`config.mk`:
```
export PLATFORM = sky130hd
export DESIGN_NAME = vibration_motor_pattern_generator_flat
export DESIGN_NICKNAME = d
export VERILOG_FILES = /design/src/hw/rtl/vmpg_pkg.sv /design/src/hw/rtl/vmpg_if.sv /design/src/hw/rtl/vmpg_ctrl.sv /design/src/hw/rtl/vmpg_dp.sv /design/src/hw/rtl/vibration_motor_pattern_generator.sv /design/src/flat_wrapper.sv
export SDC_FILE = /design/constraint.sdc
export NUM_CORES = 1
export LEC_CHECK = 0
export BUFFER_PORTS_ARGS = -buffer_cell sky130_fd_sc_hd__buf_2
export CORE_MARGIN = 10
export CORE_UTILIZATION = 30
export CTS_BUF_LIST = sky130_fd_sc_hd__clkbuf_8 sky130_fd_sc_hd__clkbuf_16
export DETAILED_ROUTE_END_ITERATION = 7
export GPL_ROUTABILITY_DRIVEN = 0
export HOLD_SLACK_MARGIN = 0.1
export PLACE_DENSITY = 0.45
export SYNTH_ARGS = -nofsm -noshare
export SYNTH_HDL_FRONTEND = slang
export SYNTH_SLANG_ARGS = --single-unit
```
`constraint.sdc`:
```
create_clock -name clk -period 11.1 [get_ports clk]
set_clock_uncertainty 0.15 [all_clocks]
set_input_delay 2.22 -clock clk [delete_from_list [all_inputs] [get_ports clk]]
set_output_delay 2.22 -clock clk [all_outputs]
set_load 0.03 [all_outputs]
```
`src/hw/rtl/vmpg_pkg.sv`:
```
// vmpg_pkg: shared types and constants of the vibration motor pattern generator
package vmpg_pkg;

    // request modes
    localparam logic [2:0] MODE_TICK      = 3'd0;
    localparam logic [2:0] MODE_QUEUE     = 3'd1;
    localparam logic [2:0] MODE_DECAY     = 3'd2;
    localparam logic [2:0] MODE_SLIP      = 3'd3;
    localparam logic [2:0] MODE_SLIP_RATE = 3'd4;
    localparam logic [2:0] MODE_SUBMERGED = 3'd5;
    localparam logic [2:0] MODE_CANCEL    = 3'd6;

    // motor commands
    localparam logic [1:0] MOTOR_NONE  = 2'd0;
    localparam logic [1:0] MOTOR_START = 2'd1;
    localparam logic [1:0] MOTOR_STOP  = 2'd2;

    // slot kinds
    localparam logic [1:0] KIND_EMPTY = 2'd0;
    localparam logic [1:0] KIND_CONST = 2'd1;
    localparam logic [1:0] KIND_MOD   = 2'd2;

    // configuration register indexes
    localparam logic [1:0] CFG_STRONG_LEVEL = 2'd0;
    localparam logic [1:0] CFG_ERROR_LIMIT  = 2'd1;
    localparam logic [1:0] CFG_PROBE_PERIOD = 2'd2;
    localparam logic [1:0] CFG_START_FRAMES = 2'd3;

    localparam logic [7:0] RST_STRONG_LEVEL = 8'd70;
    localparam logic [5:0] RST_ERROR_LIMIT  = 6'd30;
    localparam logic [7:0] RST_PROBE_PERIOD = 8'd60;
    localparam logic [3:0] RST_START_FRAMES = 4'd4;

    // density modulation
    localparam logic [15:0] ACCUM_FIRE = 16'h0100;
    localparam logic [15:0] ACCUM_STEP = 16'd4;
    localparam int          CUBE_SHIFT = 9;

    // slip buzz
    localparam logic [2:0] SLIP_ARM       = 3'd7;
    localparam logic [2:0] SLIP_MIN       = 3'd4;
    localparam logic [2:0] SLIP_STEADY    = 3'd5;
    localparam logic [2:0] SLIP_BUZZ_MIN  = 3'd2;
    localparam logic [2:0] BUZZ_SLIP      = 3'd7;
    localparam logic [2:0] BUZZ_SUBMERGED = 3'd4;
    localparam logic [2:0] SLIP_SUBMERGED = 3'd4;
    localparam logic [2:0] RATE_BASE      = 3'd5;
    localparam logic [7:0] RATE_MAX       = 8'd4;

    localparam logic [5:0]  FAIL_MAX    = 6'd63;
    localparam logic [15:0] IDLE_MARGIN = 16'd4;

    // frame remainder unit: 4 bits per step over a 32-bit frame number
    localparam int DIV_BITS_PER_STEP = 4;
    localparam int DIV_STEPS         = 32 / DIV_BITS_PER_STEP;
    localparam int DIV_CNT_W         = $clog2(DIV_STEPS);

    typedef struct packed {
        logic [2:0]  mode;
        logic [7:0]  level;
        logic [14:0] duration;
        logic        demo_active;
        logic [31:0] frame_number;
        logic        motor_fail;
        logic        pak_detected;
    } req_item_t;

    typedef struct packed {
        logic [1:0] motor_command;
        logic       pak_active;
        logic       idle_and_empty;
        logic [5:0] error_count;
    } rsp_item_t;

    typedef struct packed {
        logic capture;
        logic load;
        logic step;
        logic apply;
    } ctrl_cmd_t;

    typedef struct packed {
        logic req_is_tick;
    } dp_status_t;

endpackage

```
`src/hw/rtl/vmpg_if.sv`:
```
// vmpg_if: request and response channel interfaces
interface vmpg_req_if;
    logic        valid;
    logic        ready;
    logic [2:0]  mode;
    logic [7:0]  level;
    logic [14:0] duration;
    logic        demo_active;
    logic [31:0] frame_number;
    logic        motor_fail;
    logic        pak_detected;

    modport source (
        output valid, mode, level, duration, demo_active, frame_number, motor_fail,
               pak_detected,
        input  ready
    );
    modport sink (
        input  valid, mode, level, duration, demo_active, frame_number, motor_fail,
               pak_detected,
        output ready
    );
endinterface

interface vmpg_rsp_if;
    logic       valid;
    logic       ready;
    logic [1:0] motor_command;
    logic       pak_active;
    logic       idle_and_empty;
    logic [5:0] error_count;

    modport source (
        output valid, motor_command, pak_active, idle_and_empty, error_count,
        input  ready
    );
    modport sink (
        input  valid, motor_command, pak_active, idle_and_empty, error_count,
        output ready
    );
endinterface

```
`src/hw/rtl/vmpg_ctrl.sv`:
```
// vmpg_ctrl: request sequencing state machine and response valid
module vmpg_ctrl
    import vmpg_pkg::*;
(
    input  logic       clk,
    input  logic       rst_n,
    input  logic       req_valid,
    output logic       req_ready,
    output logic       rsp_valid,
    input  logic       rsp_ready,
    input  dp_status_t status,
    output ctrl_cmd_t  cmd
);

    localparam logic [1:0] ST_IDLE  = 2'd0;
    localparam logic [1:0] ST_LOAD  = 2'd1;
    localparam logic [1:0] ST_CALC  = 2'd2;
    localparam logic [1:0] ST_APPLY = 2'd3;

    logic [1:0]           state_reg, state_next;
    logic [DIV_CNT_W-1:0] cnt_reg, cnt_next;
    logic                 out_valid_reg, out_valid_next;

    assign req_ready = (state_reg == ST_IDLE);
    assign rsp_valid = out_valid_reg;

    always_comb
    begin
        state_next = state_reg;
        cnt_next   = cnt_reg;
        cmd        = '0;
        case (state_reg)
            ST_IDLE:
            begin
                if (req_valid)
                begin
                    cmd.capture = 1'b1;
                    state_next  = status.req_is_tick ? ST_LOAD : ST_APPLY;
                end
            end
            ST_LOAD:
            begin
                cmd.load   = 1'b1;
                cnt_next   = DIV_CNT_W'(DIV_STEPS - 1);
                state_next = ST_CALC;
            end
            ST_CALC:
            begin
                cmd.step = 1'b1;
                if (cnt_reg == '0)
                begin
                    state_next = ST_APPLY;
                end
                else
                begin
                    cnt_next = cnt_reg - DIV_CNT_W'(1);
                end
            end
            ST_APPLY:
            begin
                // hold here while the previous response is still unread
                if (!out_valid_reg || rsp_ready)
                begin
                    cmd.apply  = 1'b1;
                    state_next = ST_IDLE;
                end
            end
            default:
            begin
                state_next = ST_IDLE;
            end
        endcase
    end

    always_comb
    begin
        out_valid_next = out_valid_reg;
        if (cmd.apply)
        begin
            out_valid_next = 1'b1;
        end
        else if (rsp_ready)
        begin
            out_valid_next = 1'b0;
        end
    end

    always_ff @(posedge clk or negedge rst_n)
    begin
        if (!rst_n)
        begin
            state_reg     <= ST_IDLE;
            cnt_reg       <= '0;
            out_valid_reg <= 1'b0;
        end
        else
        begin
            state_reg     <= state_next;
            cnt_reg       <= cnt_next;
            out_valid_reg <= out_valid_next;
        end
    end

`ifndef SYNTHESIS
    a_apply_free: assert property (@(posedge clk) disable iff (!rst_n)
        cmd.apply |-> (!out_valid_reg || rsp_ready))
        else $error("state applied while response register busy");

    a_load_then_step: assert property (@(posedge clk) disable iff (!rst_n)
        cmd.load |=> cmd.step)
        else $error("remainder steps did not follow queue load");

    a_one_cmd: assert property (@(posedge clk) disable iff (!rst_n)
        $onehot0({cmd.capture, cmd.load, cmd.step, cmd.apply}))
        else $error("more than one datapath command at once");
`endif

endmodule

```
`src/hw/rtl/vmpg_dp.sv`:
```
// vmpg_dp: pulse queue, motor state, cube and frame remainder datapath
module vmpg_dp
    import vmpg_pkg::*;
#(
    parameter int QUEUE_SLOTS = 3
)
(
    input  logic       clk,
    input  logic       rst_n,
    input  logic       cfg_wr_en,
    input  logic [1:0] cfg_index,
    input  logic [7:0] cfg_data,
    input  req_item_t  req_item,
    input  ctrl_cmd_t  cmd,
    output dp_status_t status,
    output rsp_item_t  rsp_item
);

    localparam int LAST = QUEUE_SLOTS - 1;

    // configuration
    logic [7:0] strong_level_reg;
    logic [5:0] error_limit_reg;
    logic [7:0] probe_period_reg;
    logic [3:0] start_frames_reg;

    req_item_t item_reg;

    logic [1:0]  slot_kind_reg [QUEUE_SLOTS];
    logic [7:0]  slot_level_reg [QUEUE_SLOTS];
    logic [14:0] slot_duration_reg [QUEUE_SLOTS];
    logic [7:0]  slot_decay_reg [QUEUE_SLOTS];
    logic [1:0]  slot_kind_next [QUEUE_SLOTS];
    logic [7:0]  slot_level_next [QUEUE_SLOTS];
    logic [14:0] slot_duration_next [QUEUE_SLOTS];
    logic [7:0]  slot_decay_next [QUEUE_SLOTS];

    logic [3:0]  start_left_reg, start_left_next;
    logic [14:0] frames_left_reg, frames_left_next;
    logic [7:0]  cur_level_reg, cur_level_next;
    logic [7:0]  cur_decay_reg, cur_decay_next;
    logic [1:0]  cur_kind_reg, cur_kind_next;
    logic [15:0] accum_reg, accum_next;
    logic [2:0]  slip_left_reg, slip_left_next;
    logic [2:0]  buzz_period_reg, buzz_period_next;
    logic        active_reg, active_next;
    logic [5:0]  fail_count_reg, fail_count_next;

    // frame remainder unit
    logic [7:0]  div_reg, div_next;
    logic [7:0]  rem_reg, rem_next;
    logic [31:0] dvd_reg, dvd_next;

    // level cube, two multiplies
    logic [15:0] sq_reg;
    logic [23:0] cube_reg;

    rsp_item_t rsp_reg, rsp_next;

    logic [7:0]  decayed;
    logic [7:0]  probe_div;
    logic        rem_zero;
    logic [8:0]  part;
    logic [1:0]  drive;
    logic [1:0]  motor_cmd;
    logic [5:0]  fail_mid;
    logic [2:0]  slip_armed;
    logic [15:0] busy_frames;
    logic        slots_empty;

    assign status.req_is_tick = (req_item.mode == MODE_TICK);
    assign rsp_item           = rsp_reg;

    assign decayed   = (cur_level_reg > cur_decay_reg) ? cur_level_reg - cur_decay_reg : 8'd0;
    assign probe_div = (probe_period_reg == 8'd0) ? 8'd1 : probe_period_reg;
    assign rem_zero  = (rem_reg == 8'd0);

    // restoring remainder, four dividend bits per step
    always_comb
    begin
        part = {1'b0, rem_reg};
        for (int k = 0; k < DIV_BITS_PER_STEP; k++)
        begin
            part = {part[7:0], dvd_reg[31-k]};
            if (part >= {1'b0, div_reg})
            begin
                part = part - {1'b0, div_reg};
            end
        end
    end

    always_comb
    begin
        slip_armed = (slip_left_reg == 3'd0) ? SLIP_ARM : slip_left_reg;
        if (slip_armed < SLIP_MIN)
        begin
            slip_armed = SLIP_MIN;
        end
    end

    always_comb
    begin
        for (int i = 0; i < QUEUE_SLOTS; i++)
        begin
            slot_kind_next[i]     = slot_kind_reg[i];
            slot_level_next[i]    = slot_level_reg[i];
            slot_duration_next[i] = slot_duration_reg[i];
            slot_decay_next[i]    = slot_decay_reg[i];
        end
        start_left_next  = start_left_reg;
        frames_left_next = frames_left_reg;
        cur_level_next   = cur_level_reg;
        cur_decay_next   = cur_decay_reg;
        cur_kind_next    = cur_kind_reg;
        accum_next       = accum_reg;
        slip_left_next   = slip_left_reg;
        buzz_period_next = buzz_period_reg;
        active_next      = active_reg;
        fail_count_next  = fail_count_reg;
        div_next         = div_reg;
        rem_next         = rem_reg;
        dvd_next         = dvd_reg;
        drive            = MOTOR_NONE;
        motor_cmd        = MOTOR_NONE;
        fail_mid         = fail_count_reg;

        if (cmd.load)
        begin
            if (slot_kind_reg[0] != KIND_EMPTY)
            begin
                accum_next       = '0;
                start_left_next  = start_frames_reg;
                cur_kind_next    = slot_kind_reg[0];
                frames_left_next = slot_duration_reg[0];
                cur_level_next   = slot_level_reg[0];
                cur_decay_next   = slot_decay_reg[0];
            end
            for (int i = 0; i < LAST; i++)
            begin
                slot_kind_next[i]     = slot_kind_reg[i+1];
                slot_level_next[i]    = slot_level_reg[i+1];
                slot_duration_next[i] = slot_duration_reg[i+1];
                slot_decay_next[i]    = slot_decay_reg[i+1];
            end
            slot_kind_next[LAST] = KIND_EMPTY;
            // an active pak needs the buzz phase, an inactive one the probe phase
            div_next = active_reg ? {5'd0, buzz_period_reg} : probe_div;
            rem_next = '0;
            dvd_next = item_reg.frame_number;
        end

        if (cmd.step)
        begin
            rem_next = part[7:0];
            dvd_next = dvd_reg << DIV_BITS_PER_STEP;
        end

        if (cmd.apply)
        begin
            case (item_reg.mode)
                MODE_TICK:
                begin
                    if (start_left_reg != 4'd0)
                    begin
                        start_left_next = start_left_reg - 4'd1;
                        drive           = MOTOR_START;
                    end
                    else if (frames_left_reg != 15'd0)
                    begin
                        frames_left_next = frames_left_reg - 15'd1;
                        cur_level_next   = decayed;
                        if (cur_kind_reg == KIND_CONST)
                        begin
                            drive = MOTOR_START;
                        end
                        else if (accum_reg >= ACCUM_FIRE)
                        begin
                            accum_next = accum_reg - ACCUM_FIRE;
                            drive      = MOTOR_START;
                        end
                        else
                        begin
                            accum_next = accum_reg + {1'b0, cube_reg[23:CUBE_SHIFT]}
                                       + ACCUM_STEP;
                            drive      = MOTOR_STOP;
                        end
                    end
                    else if (slip_left_reg >= SLIP_STEADY)
                    begin
                        drive = MOTOR_START;
                    end
                    else if (slip_left_reg >= SLIP_BUZZ_MIN && buzz_period_reg != 3'd0
                             && rem_zero)
                    begin
                        drive = MOTOR_START;
                    end
                    else
                    begin
                        drive = MOTOR_STOP;
                    end
                    if (slip_left_reg != 3'd0)
                    begin
                        slip_left_next = slip_left_reg - 3'd1;
                    end
                    if (active_reg)
                    begin
                        motor_cmd = drive;
                        if (item_reg.motor_fail)
                        begin
                            fail_mid = (fail_count_reg == FAIL_MAX) ? FAIL_MAX
                                     : fail_count_reg + 6'd1;
                        end
                        else
                        begin
                            fail_mid = '0;
                        end
                    end
                    fail_count_next = fail_mid;
                    if (active_reg)
                    begin
                        if (fail_mid >= error_limit_reg)
                        begin
                            active_next = 1'b0;
                        end
                    end
                    else if (rem_zero)
                    begin
                        active_next     = item_reg.pak_detected;
                        fail_count_next = '0;
                    end
                end
                MODE_QUEUE:
                begin
                    if (!item_reg.demo_active)
                    begin
                        slot_kind_next[LAST] = (item_reg.level > strong_level_reg)
                                             ? KIND_CONST : KIND_MOD;
                        slot_level_next[LAST]    = item_reg.level;
                        slot_duration_next[LAST] = item_reg.duration;
                        slot_decay_next[LAST]    = '0;
                    end
                end
                MODE_DECAY:
                begin
                    slot_decay_next[LAST] = item_reg.level;
                end
                MODE_SLIP:
                begin
                    if (!item_reg.demo_active)
                    begin
                        slip_left_next   = slip_armed;
                        buzz_period_next = BUZZ_SLIP;
                    end
                end
                MODE_SLIP_RATE:
                begin
                    if (!item_reg.demo_active)
                    begin
                        slip_left_next = slip_armed;
                        if (item_reg.level <= RATE_MAX)
                        begin
                            buzz_period_next = RATE_BASE - item_reg.level[2:0];
                        end
                    end
                end
                MODE_SUBMERGED:
                begin
                    if (!item_reg.demo_active)
                    begin
                        slip_left_next   = SLIP_SUBMERGED;
                        buzz_period_next = BUZZ_SUBMERGED;
                    end
                end
                MODE_CANCEL:
                begin
                    active_next = item_reg.pak_detected;
                    motor_cmd   = item_reg.pak_detected ? MOTOR_STOP : MOTOR_NONE;
                    for (int i = 0; i < QUEUE_SLOTS; i++)
                    begin
                        slot_kind_next[i] = KIND_EMPTY;
                    end
                    frames_left_next = '0;
                    slip_left_next   = '0;
                end
                default:
                begin
                    motor_cmd = MOTOR_NONE;
                end
            endcase
        end
    end

    always_comb
    begin
        busy_frames = {12'd0, start_left_next} + {1'b0, frames_left_next};
        slots_empty = 1'b1;
        for (int i = 0; i < QUEUE_SLOTS; i++)
        begin
            if (slot_kind_next[i] != KIND_EMPTY)
            begin
                slots_empty = 1'b0;
            end
        end
        rsp_next.motor_command  = motor_cmd;
        rsp_next.pak_active     = active_next;
        rsp_next.idle_and_empty = (busy_frames < IDLE_MARGIN) && slots_empty;
        rsp_next.error_count    = fail_count_next;
    end

    always_ff @(posedge clk or negedge rst_n)
    begin
        if (!rst_n)
        begin
            strong_level_reg <= RST_STRONG_LEVEL;
            error_limit_reg  <= RST_ERROR_LIMIT;
            probe_period_reg <= RST_PROBE_PERIOD;
            start_frames_reg <= RST_START_FRAMES;
        end
        else if (cfg_wr_en)
        begin
            case (cfg_index)
                CFG_STRONG_LEVEL: strong_level_reg <= cfg_data;
                CFG_ERROR_LIMIT:  error_limit_reg  <= cfg_data[5:0];
                CFG_PROBE_PERIOD: probe_period_reg <= cfg_data;
                CFG_START_FRAMES: start_frames_reg <= cfg_data[3:0];
                default:          strong_level_reg <= strong_level_reg;
            endcase
        end
    end

    always_ff @(posedge clk or negedge rst_n)
    begin
        if (!rst_n)
        begin
            for (int i = 0; i < QUEUE_SLOTS; i++)
            begin
                slot_kind_reg[i]     <= KIND_EMPTY;
                slot_level_reg[i]    <= '0;
                slot_duration_reg[i] <= '0;
                slot_decay_reg[i]    <= '0;
            end
            start_left_reg  <= '0;
            frames_left_reg <= '0;
            cur_level_reg   <= '0;
            cur_decay_reg   <= '0;
            cur_kind_reg    <= KIND_EMPTY;
            accum_reg       <= '0;
            slip_left_reg   <= '0;
            buzz_period_reg <= '0;
            active_reg      <= 1'b0;
            fail_count_reg  <= '0;
        end
        else
        begin
            for (int i = 0; i < QUEUE_SLOTS; i++)
            begin
                slot_kind_reg[i]     <= slot_kind_next[i];
                slot_level_reg[i]    <= slot_level_next[i];
                slot_duration_reg[i] <= slot_duration_next[i];
                slot_decay_reg[i]    <= slot_decay_next[i];
            end
            start_left_reg  <= start_left_next;
            frames_left_reg <= frames_left_next;
            cur_level_reg   <= cur_level_next;
            cur_decay_reg   <= cur_decay_next;
            cur_kind_reg    <= cur_kind_next;
            accum_reg       <= accum_next;
            slip_left_reg   <= slip_left_next;
            buzz_period_reg <= buzz_period_next;
            active_reg      <= active_next;
            fail_count_reg  <= fail_count_next;
        end
    end

    // payload registers
    always_ff @(posedge clk)
    begin
        if (cmd.capture)
        begin
            item_reg <= req_item;
        end
        if (cmd.apply)
        begin
            rsp_reg <= rsp_next;
        end
        div_reg  <= div_next;
        rem_reg  <= rem_next;
        dvd_reg  <= dvd_next;
        sq_reg   <= 16'(decayed) * 16'(decayed);
        cube_reg <= 24'(sq_reg) * 24'(decayed);
    end

`ifndef SYNTHESIS
    a_fail_clear_on_probe: assert property (@(posedge clk) disable iff (!rst_n)
        (cmd.apply && !active_reg && item_reg.mode == MODE_TICK && rem_zero)
        |=> (fail_count_reg == 6'd0))
        else $error("probe did not clear failure count");

    a_inactive_no_cmd: assert property (@(posedge clk) disable iff (!rst_n)
        (cmd.apply && !active_reg && item_reg.mode == MODE_TICK)
        |=> (rsp_reg.motor_command == MOTOR_NONE))
        else $error("motor command issued to inactive pak");

    a_cancel_empties: assert property (@(posedge clk) disable iff (!rst_n)
        (cmd.apply && item_reg.mode == MODE_CANCEL)
        |=> (slip_left_reg == 3'd0 && frames_left_reg == 15'd0))
        else $error("cancel left pulse or slip running");
`endif

endmodule

```
`src/hw/rtl/vibration_motor_pattern_generator.sv`:
```
// vibration_motor_pattern_generator: top level of the frame-tick motor pattern block
//
// Requests arrive on req (valid/ready); each request gives exactly one response on
// rsp (valid/ready) with the motor command, pak state, idle flag and error count.
// Registers are written through cfg_wr_en/cfg_index/cfg_data; the user must do this
// only while no request is in flight, which the block itself does not enforce;
// writes take effect at once. A tick request (mode 0) first advances the pulse
// queue, then the frame remainder unit retires four bits of the 32-bit frame
// number per cycle (the level cube is formed alongside in two multiplier stages),
// and last the state is updated. Every other request goes straight from acceptance
// to the state update. One request is in work at a time; req is ready again right
// after the response is loaded, so a new request is taken while the previous
// response waits on rsp.
// If rsp stalls, the finished response stays in its output register and the next
// request is held in its final cycle until that register is taken.
// Reset (rst_n, asynchronous, active low) empties the queue, clears all motor
// state, marks the pak inactive and loads the register defaults.
module vibration_motor_pattern_generator
    import vmpg_pkg::*;
#(
    parameter int QUEUE_SLOTS = 3
)
(
    input  logic       clk,
    input  logic       rst_n,
    vmpg_req_if.sink   req,
    vmpg_rsp_if.source rsp,
    input  logic       cfg_wr_en,
    input  logic [1:0] cfg_index,
    input  logic [7:0] cfg_data
);

    req_item_t  req_item;
    rsp_item_t  rsp_item;
    ctrl_cmd_t  cmd;
    dp_status_t status;

    assign req_item.mode         = req.mode;
    assign req_item.level        = req.level;
    assign req_item.duration     = req.duration;
    assign req_item.demo_active  = req.demo_active;
    assign req_item.frame_number = req.frame_number;
    assign req_item.motor_fail   = req.motor_fail;
    assign req_item.pak_detected = req.pak_detected;

    assign rsp.motor_command  = rsp_item.motor_command;
    assign rsp.pak_active     = rsp_item.pak_active;
    assign rsp.idle_and_empty = rsp_item.idle_and_empty;
    assign rsp.error_count    = rsp_item.error_count;

    vmpg_ctrl u_ctrl (
        .clk       (clk),
        .rst_n     (rst_n),
        .req_valid (req.valid),
        .req_ready (req.ready),
        .rsp_valid (rsp.valid),
        .rsp_ready (rsp.ready),
        .status    (status),
        .cmd       (cmd)
    );

    vmpg_dp #(
        .QUEUE_SLOTS (QUEUE_SLOTS)
    ) u_dp (
        .clk       (clk),
        .rst_n     (rst_n),
        .cfg_wr_en (cfg_wr_en),
        .cfg_index (cfg_index),
        .cfg_data  (cfg_data),
        .req_item  (req_item),
        .cmd       (cmd),
        .status    (status),
        .rsp_item  (rsp_item)
    );

endmodule

```
`src/flat_wrapper.sv`:
```
// flat-port wrapper written by rule: the top's interface ports become plain ports
module vibration_motor_pattern_generator_flat import vmpg_pkg::*;
#(
    parameter int QUEUE_SLOTS = 3
)
  (clk, rst_n, cfg_wr_en, cfg_index, cfg_data, req_valid, req_mode, req_level, req_duration, req_demo_active, req_frame_number, req_motor_fail, req_pak_detected, req_ready, rsp_valid, rsp_motor_command, rsp_pak_active, rsp_idle_and_empty, rsp_error_count, rsp_ready);
  vmpg_req_if req_i ();
  vmpg_rsp_if rsp_i ();
  input  logic clk;
  input  logic rst_n;
  input  logic cfg_wr_en;
  input  logic [1:0] cfg_index;
  input  logic [7:0] cfg_data;
  input wire logic [$bits(req_i.valid)-1:0] req_valid;
  input wire logic [$bits(req_i.mode)-1:0] req_mode;
  input wire logic [$bits(req_i.level)-1:0] req_level;
  input wire logic [$bits(req_i.duration)-1:0] req_duration;
  input wire logic [$bits(req_i.demo_active)-1:0] req_demo_active;
  input wire logic [$bits(req_i.frame_number)-1:0] req_frame_number;
  input wire logic [$bits(req_i.motor_fail)-1:0] req_motor_fail;
  input wire logic [$bits(req_i.pak_detected)-1:0] req_pak_detected;
  output wire logic [$bits(req_i.ready)-1:0] req_ready;
  output wire logic [$bits(rsp_i.valid)-1:0] rsp_valid;
  output wire logic [$bits(rsp_i.motor_command)-1:0] rsp_motor_command;
  output wire logic [$bits(rsp_i.pak_active)-1:0] rsp_pak_active;
  output wire logic [$bits(rsp_i.idle_and_empty)-1:0] rsp_idle_and_empty;
  output wire logic [$bits(rsp_i.error_count)-1:0] rsp_error_count;
  input wire logic [$bits(rsp_i.ready)-1:0] rsp_ready;
  assign req_i.valid = req_valid;
  assign req_i.mode = req_mode;
  assign req_i.level = req_level;
  assign req_i.duration = req_duration;
  assign req_i.demo_active = req_demo_active;
  assign req_i.frame_number = req_frame_number;
  assign req_i.motor_fail = req_motor_fail;
  assign req_i.pak_detected = req_pak_detected;
  assign req_ready = req_i.ready;
  assign rsp_valid = rsp_i.valid;
  assign rsp_motor_command = rsp_i.motor_command;
  assign rsp_pak_active = rsp_i.pak_active;
  assign rsp_idle_and_empty = rsp_i.idle_and_empty;
  assign rsp_error_count = rsp_i.error_count;
  assign rsp_i.ready = rsp_ready;
  vibration_motor_pattern_generator #(.QUEUE_SLOTS(QUEUE_SLOTS)) u_core (.clk(clk), .rst_n(rst_n), .req(req_i), .rsp(rsp_i), .cfg_wr_en(cfg_wr_en), .cfg_index(cfg_index), .cfg_data(cfg_data));
endmodule
```
Yosys cells after proc, flatten, opt, wreduce, memory -nomap -nowiden
Cells that the tools add are included.
- reduce and logical (&&, ||, !) cells: 40
- multiply operators: 2
- bitwise operators: 1
- mux-type cells: 95
- eq/ne operators: 25
- add/sub/neg operators: 15
- order comparisons: 13
- operators with widths (cell ; count):
    $mux W16 ; 8
    $mux W8 ; 14
    $mux W15 ; 5
    $mux W6 ; 11
    $mux W32 ; 2
    $sub A8 B8 Y8 ; 5
    $ge A9 B8 Y1 ; 4
    $mux W3 ; 11
    $pmux W15 S2 ; 1
    $mux W2 ; 14
    $mul A16 B8 Y24 ; 1
    $mux W4 ; 6
    $ne A2 B2 Y1 const B ; 11
    $add A16 B15 Y16 ; 1
    $add A16 B3 Y16 const B ; 1
    $add A4 B15 Y16 ; 1
    $ge A16 B9 Y1 const B ; 1
    $gt A8 B8 Y1 ; 2
    $logic_not A8 Y1 ; 2
    $lt A16 B3 Y1 const B ; 1
    $mul A8 B8 Y16 ; 1
    $pmux W8 S2 ; 1
    $reduce_bool A2 Y1 ; 8
    $sub A16 B9 Y16 const B ; 1
    other kinds (37) ; 78
- register bits: 356
- output and inout bits: 12

Depth between registers and ports, before layout
- depth in word-level cells: 11
- gate-level depth with buffers: 38
- depth with buffers taken out: 36

Modules after synthesis
Synthesis repeated with hierarchy kept, for this count alone.
- cell total of the unflattened synthesis: 2087
- area, all modules: 22022.4 um^2
- modules (own cells, without submodules) (module ; area an instance (um^2) ; times used ; cells an instance):
    vmpg_dp ; 21583.2 ; 1 ; 2046
    vmpg_ctrl ; 439.2 ; 1 ; 41

Least setup slack after synthesis
Ideal clock, no wire load.
- path kind: register -> register
- from: register u_core.u_dp.div_reg[1]
- to: register u_core.u_dp.rem_reg[1], data pin
- path slack: 2.624 ns
- buffers on the path: 1
- data required time: 10.679 ns
- cell stages (with the launch flop): 36
- period minus slack after synthesis: 8.476 ns
- setup time: 0.271 ns
- arrival time: 8.055 ns
- cell sequence: edfxtp_1 inv_1 ha_1 nor2b_1 o31ai_1 a21oi_1 o21ai_2 mux2_2 inv_1 ha_1 nor2b_1 o31a_1 o22a_1 o41ai_1 nand2_1 nand2_1 a21boi_0 ha_1 nor2b_1 o31a_1 o41a_1 o221ai_1 a21bo_2 o22ai_1 mux2i_1 ha_1 nor2b_1 o21ai_0 a21oi_1 o21ai_0 a21oi_1 o31ai_1 o2111ai_1 clkbuf_1 nand3_1 o21ai_0
- word-level cells in the longest chain between the ends: 9
- elaborated cells on any way between the ends: 13
- classes of those cells: 4 x add/sub; 4 x order compare; 5 x mux
- ends and longest elaborated chain (what ; line ; source):
    start, declared ; vmpg_dp.sv:50 ; logic [7:0] div_reg, div_next;
    start signal, assigned ; vmpg_dp.sv:386 ; div_reg <= div_next;
    $sub A8 B8 Y8 / $ge A9 B8 Y1 (equally long branches) ; vmpg_dp.sv:87, vmpg_dp.sv:85 ;
    $mux W8 ; vmpg_dp.sv:85 ; if (part >= {1'b0, div_reg})
    $sub A8 B8 Y8 / $ge A9 B8 Y1 (equally long branches) ; vmpg_dp.sv:87, vmpg_dp.sv:85 ;
    $mux W8 ; vmpg_dp.sv:85 ;
    $ge A9 B8 Y1 / $sub A8 B8 Y8 (equally long branches) ; vmpg_dp.sv:85, vmpg_dp.sv:87 ;
    $mux W8 ; vmpg_dp.sv:85 ;
    $sub A8 B8 Y8 / $ge A9 B8 Y1 (equally long branches) ; vmpg_dp.sv:87, vmpg_dp.sv:85 ;
    $mux W8 (*) ; vmpg_dp.sv:85 ;
    $mux W8 (*) ; vmpg_dp.sv:152 ; if (cmd.step)
    end signal, assigned ; vmpg_dp.sv:387 ; rem_reg <= rem_next;
    end, declared ; vmpg_dp.sv:51 ; logic [7:0] rem_reg, rem_next;
Mark *: on every way between the ends. The rest lies on a longest branch, timed or not.
A chain may end at the register's enable or synchronous reset.

Worst setup path after layout
- from: register u_core.u_dp.div_reg[1]
- to: register u_core.u_dp.rem_reg[0], data pin
- word-level cells in the longest chain between the ends: 9
- elaborated cells on any way between the ends: 12
- classes of those cells: 3 x add/sub; 4 x order compare; 5 x mux
- ends and longest elaborated chain (what ; line):
    $sub A8 B8 Y8 / $ge A9 B8 Y1 (equally long branches) ; vmpg_dp.sv:87, vmpg_dp.sv:85
    $mux W8 ; vmpg_dp.sv:85
    $sub A8 B8 Y8 / $ge A9 B8 Y1 (equally long branches) ; vmpg_dp.sv:87, vmpg_dp.sv:85
    $mux W8 ; vmpg_dp.sv:85
    $sub A8 B8 Y8 / $ge A9 B8 Y1 (equally long branches) ; vmpg_dp.sv:87, vmpg_dp.sv:85
    $mux W8 ; vmpg_dp.sv:85
    $ge A9 B8 Y1 (*) ; vmpg_dp.sv:85
    $mux W8 (*) ; vmpg_dp.sv:85
    $mux W8 (*) ; vmpg_dp.sv:152
Marks and branches as above.

==> metrics.txt <==
status=finished clean; Initial Util=30.3%; I/O pin total=88; Clock Path Buffers=3; Vias=15.8k; CTS sink count=346; port buffer count=87; Setup Buffers After CTS=0; fin util=34.4%; Synth Cell Area=0.0221 sq mm; DR vias/cell=4.87; CTS H-Tree Depth=2; Die Y=292 um; synthesis warning total=0; R2R Setup Slk=0.89 ns; register area share after synthesis=41.0%; ys async rst share=56.9%; Initial DRC Count=805; drt pass-1 iters=6; Post-synth EDFFs=115; Crit Path Max Fanout=14; CTS tree=yes; post-detail-place hpwl=40,300 um; CTS resizes=0; Worst EP arrival=10.49 ns; Overflow after GRT=0; Finish-stage setup viols=0; Clk Latency, worst-skew pair=0.58 ns; met1 Track Usage GR=17.8%; area grow syn2layout=13.5%; Die W=292 um; Hold EP=u_core.u_dp.slot_duration_reg[5]$_DFFE_PN0P_; max_slew headroom=28.7%; minimum clock period=10.21 ns; CP Data Required Time=11.38 ns; Synth Register Bits=346; M2 GR Usage=20.4%; # hold bufs at CTS=0; period utilisation layout=92.0%; Setup CP Type=flip-flop to flip-flop; FF-to-FF Start=u_core.u_dp.div_reg[1]$_DFFE_PP_; Largest register FFs=61; GRT Max-Usage Layer=met2; area of the core=0.0731 sq mm; Total GRT Usage=12.7%; CTS root buf=clkbuf_16; worst min-delay path class=flip-flop to flip-flop; Maximum Capacitance Violations=0; # rows=99; Largest stage delay, worst path=0.59 ns; die area=0.0850 sq mm; vias in the first global route=16.1k; global-route wire length before repair=88,600 um; met3 usage=1.94%; # DRC=0; worst slew pin tran=1.07 ns; Fillers=7,422; Seq. cell area=0.00908 sq mm; CTS Buf Count=40; worst r2r dst=u_core.u_dp.rem_reg[0]$_SDFFCE_PN0P_; CP startpoint kind=flip-flop; RSZ-0062 raised after global routing=no; ANT cells=0; layout cells sized above 1=13.4%; Final TNS setup=0 ns; final hold vios=0; Worst Min Path Start=u_core.u_dp.item_reg[40]$_DFFE_PP_; CP Buf/Inv Count=2; number of library cell types mapped by synthesis=79; largest net degree at the start of global routing=75; drt wl/cell=16.9 um; CP delay by family, top=compound AO/OA/AOI/OAI gates; achievable clock frequency=0.0979 GHz; Clock Pin Slew Worst Setup and Hold Paths=0.06 ns; critical path capture point type=flip-flop; WHS Path Cells=2; Post-Syn Area per Cell=10.3 sq um; Antenna Violating Nets Remaining=0; number of nets in the layout=2,609; Slew Limit Fails=0; WL final=54,700 um; Synth Instances=2,154; Slowest-stage cell, CP=o41ai_1; initial antenna violation count=0; worst r2r path cells=34; top_reg_cell synth=dfrtp_1; multi-input logic area=0.0120 sq mm
==> how the worst max path moves through the flow <==
stage	cells past startpoint	slack, ns	from	endpoint
floorplan	35	2.62	u_core.u_dp.div_reg[1]$_DFFE_PP_	u_core.u_dp.rem_reg[1]$_SDFFCE_PN0P_
global placement	34	1.27	u_core.u_dp.div_reg[1]$_DFFE_PP_	u_core.u_dp.rem_reg[0]$_SDFFCE_PN0P_
detailed placement	34	0.92	u_core.u_dp.div_reg[1]$_DFFE_PP_	u_core.u_dp.rem_reg[0]$_SDFFCE_PN0P_
CTS	34	0.93	u_core.u_dp.div_reg[1]$_DFFE_PP_	u_core.u_dp.rem_reg[0]$_SDFFCE_PN0P_
global route	34	0.1	u_core.u_dp.div_reg[1]$_DFFE_PP_	u_core.u_dp.rem_reg[0]$_SDFFCE_PN0P_
finish	34	0.89	u_core.u_dp.div_reg[1]$_DFFE_PP_	u_core.u_dp.rem_reg[0]$_SDFFCE_PN0P_
==> area by class of cell <==
type,count,share of cell area [%]
Sequential cell,346,36.1
Clock buffer,44,4.20
Multi-Input combinational cell,1533,48.0
Clock inverter,30,1.22
Timing Repair Buffer,111,2.48
Inverter,216,3.23
Tap cell,959,4.78
==> routing by layer <==
metal,part of all wire [%],routed length [um]
met4,1.6,875
met3,3.9,2130
met2,45,24900
met5,0,0
met1,49,26800
==> cells in the mapped netlist (all sizes together), types with 19 or more instances <==
master | instances | area, sq um
clkbuf | 54 | 203
o21a | 19 | 143
dfrtp | 185 | 4630
nor2b | 29 | 181
edfxtp | 115 | 3450
inv | 215 | 807
xnor2 | 43 | 377
mux2i | 27 | 270
and3 | 59 | 369
mux2 | 87 | 980
nand2 | 283 | 1060
a22o | 33 | 289
nand3 | 38 | 200
nor3 | 53 | 287
fa | 114 | 2280
xor2 | 19 | 166
dfxtp | 34 | 681
and2 | 21 | 131
a21oi | 86 | 430
o21ai | 104 | 528
nor2 | 119 | 447
ha | 171 | 2140
==> tightest hold or removal path, cell delays in order (launching register included) <==
cell	delay, ns
edfxtp_1	0.32
nand2_1	0.04
nand2_1	0.04
==> placed cells by master (no fill, tap or decap), types with 86 or more instances in the layout <==
| cell type | count |
|---|---|
| edfxtp_1 | 115 |
| ha_1 | 169 |
| fa_1 | 114 |
| a21oi_1 | 86 |
| mux2_2 | 87 |
| buf_2 | 86 |
| dfrtp_1 | 185 |
| nor2_1 | 118 |
| nand2_1 | 283 |
| o21ai_0 | 97 |
| inv_1 | 219 |
==> metrics by stage <==
step | hold WS, ns | std cells | area (sq um) | worst slack [ns]
after global placement | 0.267 | 3165 | 23800 | 1.27
after global routing | 0.308 | 3239 | 25100 | 0.0972
final | 0.287 | 3239 | 25100 | 0.888
after CTS | 0.287 | 3239 | 25100 | 0.933
after floorplan | 0.265 | 2159 | 22200 | 2.62
after detailed placement | 0.271 | 3165 | 23800 | 0.925
==> logic make-up after synthesis <==
| family | Yosys count | synth area share (%) |
|---|---|---|
| adder cells (fa/ha/maj) | 285 | 20.0 |
| XOR/XNOR | 62 | 2.45 |
| AND/OR/NAND/NOR | 692 | 15.0 |
| flip-flops | 346 | 41.0 |
| multiplexers | 114 | 5.65 |
| AO/OA/AOI/OAI | 373 | 11.1 |
| other | 2 | 0.0339 |
| buffers and inverters | 280 | 4.83 |
Power is not shown: default switching activity piles up to over one toggle a cycle in this logic, so the estimate is an artifact.
